`config.mk`:
```
export PLATFORM = sky130hd
export DESIGN_NAME = msc_mul
export DESIGN_NICKNAME = d
export VERILOG_FILES = /design/src/hdl/msc_pkg.sv /design/src/hdl/msc_mul.sv
export SDC_FILE = /design/constraint.sdc
export NUM_CORES = 1
export LEC_CHECK = 0
export CAP_MARGIN = 15
export CORE_UTILIZATION = 33
export DETAILED_ROUTE_END_ITERATION = 10
export DONT_BUFFER_PORTS = 1
export GPL_TIMING_DRIVEN = 0
export PLACE_DENSITY = 0.56
export SYNTH_ARGS = -nofsm -noshare
export SYNTH_HDL_FRONTEND = slang
export SYNTH_SLANG_ARGS = --single-unit
```
`constraint.sdc`:
```
create_clock -name aclk -period 25.1 [get_ports aclk]
set_clock_uncertainty 0.1 [all_clocks]
set_input_delay 7.53 -clock aclk [delete_from_list [all_inputs] [get_ports aclk]]
set_output_delay 7.53 -clock aclk [all_outputs]
set_load 0.02 [all_outputs]
```
`src/hdl/msc_pkg.sv`:
```
`timescale 1ns / 1ps
package msc_pkg;

    typedef enum logic [3:0] {
        ST_IDLE,
        ST_SEC,
        ST_ROW,
        ST_PROD,
        ST_LEFT,
        ST_RIGHT,
        ST_RUNS,
        ST_SCAN,
        ST_DRAIN,
        ST_CLASS,
        ST_OUT
    } msc_state_t;

    localparam logic REQ_WRITE    = 1'b0;
    localparam logic REQ_CLASSIFY = 1'b1;

    localparam logic [1:0] CLASS_OCEAN = 2'd0;
    localparam logic [1:0] CLASS_LAND  = 2'd1;
    localparam logic [1:0] CLASS_COAST = 2'd2;

    localparam int LAT_W   = 16;
    localparam int LON_W   = 17;
    localparam int VIEW_W  = 12;
    localparam int OFS_W   = 8;
    localparam int MROW_W  = 11;
    localparam int MCOL_W  = 12;
    localparam int COUNT_W = 22;
    localparam int SEC_W   = 16;
    localparam int MUL_A_W = 32;
    localparam int MUL_B_W = 17;
    localparam int PROD_W  = 40;

    localparam int LAT_OFFSET = 90 * 256;
    localparam int LON_OFFSET = 180 * 256;
    localparam int COUNT_MAX  = (1 << COUNT_W) - 1;

    localparam logic [SEC_W-1:0] SEC_TABLE [0:90] = '{
        16'd256, 16'd256, 16'd256, 16'd256, 16'd257, 16'd257, 16'd257, 16'd258,
        16'd259, 16'd259, 16'd260, 16'd261, 16'd262, 16'd263, 16'd264, 16'd265,
        16'd266, 16'd268, 16'd269, 16'd271, 16'd272, 16'd274, 16'd276, 16'd278,
        16'd280, 16'd282, 16'd285, 16'd287, 16'd290, 16'd293, 16'd296, 16'd299,
        16'd302, 16'd305, 16'd309, 16'd313, 16'd316, 16'd321, 16'd325, 16'd329,
        16'd334, 16'd339, 16'd344, 16'd350, 16'd356, 16'd362, 16'd369, 16'd375,
        16'd383, 16'd390, 16'd398, 16'd407, 16'd416, 16'd425, 16'd436, 16'd446,
        16'd458, 16'd470, 16'd483, 16'd497, 16'd512, 16'd528, 16'd545, 16'd564,
        16'd584, 16'd606, 16'd629, 16'd655, 16'd683, 16'd714, 16'd748, 16'd786,
        16'd828, 16'd876, 16'd929, 16'd989, 16'd1058, 16'd1138, 16'd1231, 16'd1342,
        16'd1474, 16'd1636, 16'd1839, 16'd2101, 16'd2449, 16'd2937, 16'd3670,
        16'd4891, 16'd7335, 16'd14668, 16'd65535
    };

endpackage

```
`src/hdl/msc_mul.sv`:
```
`timescale 1ns / 1ps
module msc_mul (
    input  logic                                  aclk,
    input  logic signed [msc_pkg::MUL_A_W-1:0]    op_a,
    input  logic signed [msc_pkg::MUL_B_W-1:0]    op_b,
    output logic signed [msc_pkg::PROD_W-1:0]     prod_reg
);
    import msc_pkg::*;

    logic signed [MUL_A_W+MUL_B_W-1:0] prod_full;

    assign prod_full = op_a * op_b;

    always_ff @(posedge aclk) begin
        prod_reg <= prod_full[PROD_W-1:0];
    end

endmodule

```
==> flow_summary.toml, run 1 <==
[cts]
ctsResizeCount = 0
cts_tree = "done"
clock-root-buffer = "clkbuf_16"
clk_pin_slew_ns = 0.08
cts_buffer_depth = 2
cts_setup_buffers = 0
ctsHoldBuffers = 0
clock_sinks = 40
cts_inserted_buffers = 5
htree_num_levels = 2

[timing]
hold_viol_final = 0
slew_headroom_pct = 28.3
worst_slew_pin_slew_ns = 1.08
final-max-slew-violation-count = 0
fin_crit_ns = 14.80
setup_violations = 0
post-route-period-util_pct = 59.0
fin_setup_tns_ns = 0
rsz0062_at_grt = "false"
clock.fmax_ghz = 0.0676

[setup_path]
path_class = "input pin to register"
arrival_ns = 14.97
cp_max_fo = 10
cp-end-kind = "register"
start_kind = "input pin"
required_ns = 25.27

[detailed_routing]
drt_iter0_drc = 747
drt.antenna.violating_nets = 0
wl_per_cell_um = 19.8
drt-vias-per-instance = 4.70
drcViolationCount = 0
wl_um = 50500
first_pass_iters = 5
via_count = 12000

[min_path]
min-delay-path-class = "input pin to register"

[synthesis]
yosysTopAreaCellShare_pct = 51.6
synth_top_area_cell = "fa_1"
synthFlopType = "dfxtp_1"
ys_seq_area_share_pct = 4.75
synth_cell_types = 48
synth-edff-count = 0
syn_inst = 1868
synth-seq-cells = 40
synth.avg_cell_area_um2 = 9.02
syn-cell-area_um2 = 16800
synthTopCellsByArea = "fa_1, inv_1, and2_1, ha_1, nand2_1"
synth_nets = 2457
synth_warnings = 0
async_flop_share_pct = 0

[grt]
grt_max_degree = 14
antenna_found_initial = 4
grt_pass1_vias = 13700
grt_pass1_wl_um = 80300
grt_remaining_overflow = 0
grt_use_total_pct = 20.6

[layout]
design_area_um2 = 17800
nNetsFinal = 2464
fillCellCount = 5276
area.growth.synth_to_final_pct = 5.93
drive_gt1_share_pct = 1.01
postLayoutCoreUtil_pct = 35.5
largest_register_ffs = 40

[run_status]
run_status = "completed"

[place]
port_buffers = 0
dp_hpwl_um = 43200
gp_congestion = 0.928
post_dp_cell_area_um2 = 17700

[flow_run]
max_cap_violations = 0

[die]
fp.dieW_um = 228
boundaryPins = 90
core_area_um2 = 50300
initial_core_util_pct = 33.5
dieArea_um2 = 52000
chipHeight_um = 228
rows = 82
[layer usage]
| metal | part of all wire (%) | up-vias | wire length [µm] | track usage [%] |
|---|---|---|---|---|
| li1 | - | 5315 | - | - |
| met3 | 6.0 | 85 | 3010 | 3.61 |
| met2 | 49 | 337 | 24900 | 35.8 |
| met1 | 41 | 6249 | 20800 | 25.7 |
| met4 | 3.5 | 0 | 1780 | 6.92 |
| met5 | 0 | - | 0 | 0 |
[per-stage QoR]
stage,instances,setup slack [ns],hold slack [ns]
after CTS,2548,10.19,7.21
final,2550,10.30,7.22
after floorplan,1868,11.70,7.56
after detailed placement,2540,9.85,7.57
after global routing,2549,10.04,7.21
after global placement,2540,10.01,7.56
[placed cells by master, fill, tap and decap left out, drive strengths merged, types with 4 or more instances in the layout]
master,count
inv,493
fa,434
nand2,278
and2,223
ha,105
clkbuf,84
xnor2,45
nor2,41
dfxtp,40
a21oi,27
o21ai,20
a21o,12
nand2b,10
xor2,10
o21a,8
o21bai,5
nand3,4
[worst max-delay path: stages]
cell	delay, ns
clkbuf_1	0.56
clkbuf_1	0.68
nand2_1	0.15
fa_1	0.52
inv_1	0.05
fa_1	0.50
fa_1	0.57
fa_1	0.43
fa_1	0.49
inv_1	0.05
fa_1	0.47
inv_1	0.04
ha_1	0.37
nand4_1	0.29
a2111oi_0	0.53
o41a_1	0.42
o211ai_2	0.25
a21oi_2	0.29
o31a_1	0.25
a221oi_2	0.10
o21ai_1	0.25
xor2_1	0.17
[synthesized netlist by cell type, types with 4 or more instances]
| cell type | instances |
|---|---|
| and2_1 | 223 |
| inv_1 | 493 |
| nand2b_1 | 10 |
| ha_1 | 105 |
| a21oi_1 | 25 |
| clkbuf_1 | 78 |
| o21bai_1 | 5 |
| fa_1 | 434 |
| dfxtp_1 | 40 |
| nand2_1 | 278 |
| o21a_1 | 8 |
| nand3_1 | 4 |
| xor2_1 | 10 |
| o21ai_0 | 11 |
| xnor2_1 | 45 |
| a21o_1 | 12 |
| nor2_1 | 41 |
| o21ai_1 | 8 |
[cell families (layout without fill, tap and decap cells)]
kind of cell / Yosys count / count (layout) / synth area share, %
DFF: 40 / 40 / 4.75
and+or+nand+nor: 570 / 570 / 16.6
buffers and inverters: 572 / 580 / 12.7
adders and majority gates: 539 / 539 / 59.4
xor gates and xnor gates: 55 / 55 / 2.86
AOI/OAI and AO/OA: 92 / 92 / 3.71
other: 0 / 2 / 0
[cell type report]
type / instances / area (µm²) / share of cell area (%)
sequential: 40 / 801 / 4.49
clock inverter: 2 / 15.0 / 0.0841
multi-input combinational: 1256 / 13900 / 77.9
buffer: 78 / 293 / 1.64
clock buffer: 6 / 139 / 0.778
tap: 672 / 841 / 4.71
antenna: 2 / 5.00 / 0.0280
inverter: 494 / 1850 / 10.4
[worst paths after layout]
kind	from	end	depth (start not counted)	slack, ns
max	op_b[10]	prod_reg[38]$_DFF_P_	22	10.30
min	op_a[0]	prod_reg[0]$_DFF_P_	1	7.22
Power of run 1 is left out: the tool's default activity adds up to more than one toggle a clock period on the data nets, which glitch-free logic cannot reach.
==> run 2: changes to the inputs <==
ABC_AREA = 1   (was default)
PLACE_DENSITY = 0.57   (was 0.56)
clock period = 13.57 ns   (was 25.1 ns; I/O delays follow)
==> flow_summary.toml, run 2 <==
[cts]
cts_setup_buffers = 0
clock_sinks = 40
cts_buffer_depth = 2
clk_pin_slew_ns = 0.06
ctsResizeCount = 0
ctsHoldBuffers = 0
cts_inserted_buffers = 5
cts_tree = "done"
clock-root-buffer = "clkbuf_16"
htree_num_levels = 2

[grt]
grt_pass1_vias = 16000
grt_use_total_pct = 21.6
grt_pass1_wl_um = 91400
grt_max_degree = 14
antenna_found_initial = 2
grt_remaining_overflow = 0

[setup_path]
crit_chain = "clkbuf_1 > buf_1 > nand2_1 > fa_1 > inv_1 > fa_1 > fa_1 > fa_1 > fa_1 > inv_1 > fa_1 > inv_1 > ha_1 > a21oi_2 > o21ai_0 > a21oi_1 > nand2_1 > nand2_1 > nand2_1 > nor2_2 > inv_1 > nand2_1 > nand2_1"
required_ns = 13.66
start_kind = "input pin"
path_class = "input pin to register"
crit_slowest_cell = "buf_1"
max_stage_delay_ns = 0.66
path_delay_family = "adder cells"
path_buf_inv = 6
arrival_ns = 10.52
cp_max_fo = 10
cp-end-kind = "register"

[timing]
hold_viol_final = 0
hold_ws_ns = 4.32
fin_setup_tns_ns = 0
fin_crit_ns = 10.43
worst_slew_pin_slew_ns = 1.10
final-max-slew-violation-count = 0
post-route-period-util_pct = 76.8
slew_headroom_pct = 26.5
clock.fmax_ghz = 0.0959
setup_violations = 0
rsz0062_at_grt = "false"

[min_path]
min_from = "op_a[0]"
min-delay-path-class = "input pin to register"
whs_path_depth = 3
holdPathEnd = "prod_reg[0]$_DFF_P_"

[layout]
drive_gt1_share_pct = 2.83
postLayoutCoreUtil_pct = 35.5
diodes = 0
multiInputGateArea_um2 = 14000
final_cell_mix = "inv_1, nand2_1, fa_1, ha_1, clkbuf_1"
mostFrequentLayoutCell = "inv_1"
nNetsFinal = 2987
fillCellCount = 5758
largest_register_ffs = 40
area.growth.synth_to_final_pct = 5.76
final-seq-area_um2 = 801

[detailed_routing]
drcViolationCount = 0
first_pass_iters = 5
drt.antenna.violating_nets = 0
drt-vias-per-instance = 4.69
drt_iter0_drc = 1215
wl_per_cell_um = 18.6
wl_um = 57600
via_count = 14500

[place]
port_buffers = 0
gp_congestion = 0.950
dp_hpwl_um = 50100

[synthesis]
syn_inst = 2391
synthFlopType = "dfxtp_1"
synth_cell_types = 39
synth.most_common_cell = "inv_1"
synth_top_area_cell = "fa_1"
syn-cell-area_um2 = 18200
yosys-top-cells-count = "inv_1, nand2_1, fa_1"
yosysTopAreaCellShare_pct = 47.8
synth-edff-count = 0
synth_warnings = 0
synthTopCellsByArea = "fa_1, inv_1, nand2_1, ha_1, dfxtp_1"
ys_seq_area_share_pct = 4.40
synth_nets = 2980
synth-seq-cells = 40
synth.avg_cell_area_um2 = 7.61
async_flop_share_pct = 0

[die]
initial_core_util_pct = 33.6
chipHeight_um = 237
boundaryPins = 90
rows = 85
core_area_um2 = 54100
dieArea_um2 = 56100
fp.dieW_um = 237

[flow_run]
max_cap_violations = 0

[run_status]
run_status = "completed"
run 2: changes by cell type after synthesis, sizes merged, moves of 9 or more:
cell,delta
inv,+290
clkbuf,+19
and2,-223
nand2b,-10
xor2,+15
xnor2,-37
nand3,+35
nor2,+47
o21ai,+11
a21o,-9
buf,+11
nand2,+370
run 2: how the worst max path moves through the flow:
stage          startpoint                    to  slack, ns  cells after the start
2_1_floorplan    op_a[10]  prod_reg[35]$_DFF_P_       4.28                     26
3_3_place_gp     op_b[11]  prod_reg[39]$_DFF_P_       2.88                     23
3_5_place_dp     op_b[11]  prod_reg[39]$_DFF_P_       2.84                     23
4_1_cts          op_b[11]  prod_reg[39]$_DFF_P_       3.15                     23
5_1_grt          op_b[11]  prod_reg[39]$_DFF_P_       2.87                     23
6_report         op_b[10]  prod_reg[39]$_DFF_P_       3.14                     23
run 2: cell type report:
class / count / area share, %
tap: 696 / 4.53
multi-input combinational: 1460 / 72.9
buffer: 108 / 2.20
sequential: 40 / 4.16
inverter: 783 / 15.3
clock buffer: 6 / 0.722
clock inverter: 2 / 0.202
run 2: routing by layer:
layer | up-vias | routed length (µm) | global-route usage (%)
li1 | 6595 | - | -
met2 | 558 | 26900 | 36.2
met4 | 2 | 2120 | 6.61
met5 | - | 14 | 0
met1 | 7262 | 23600 | 28.1
met3 | 112 | 4950 | 4.16
run 2: kinds of logic after synthesis:
kind of cell               after synthesis  share of synthesized area (%)
buffers and inverters                  891                           18.5
and+or+nand+nor                        802                           17.7
adders and majority gates              539                           55.0
AOI/OAI and AO/OA                       86                           2.86
DFF                                     40                           4.40
xor gates and xnor gates                33                           1.59
run 2: through the flow:
stage	std cells	worst slack, ns	instance area [µm²]
6_report	3095	3.14	19200
5_1_grt	3095	2.87	19200
4_1_cts	3095	3.15	19200
3_5_place_dp	3087	2.84	19100
3_3_place_gp	3087	2.88	19100
2_1_floorplan	2391	4.28	18200
Power of run 2 is left out for the same reason.
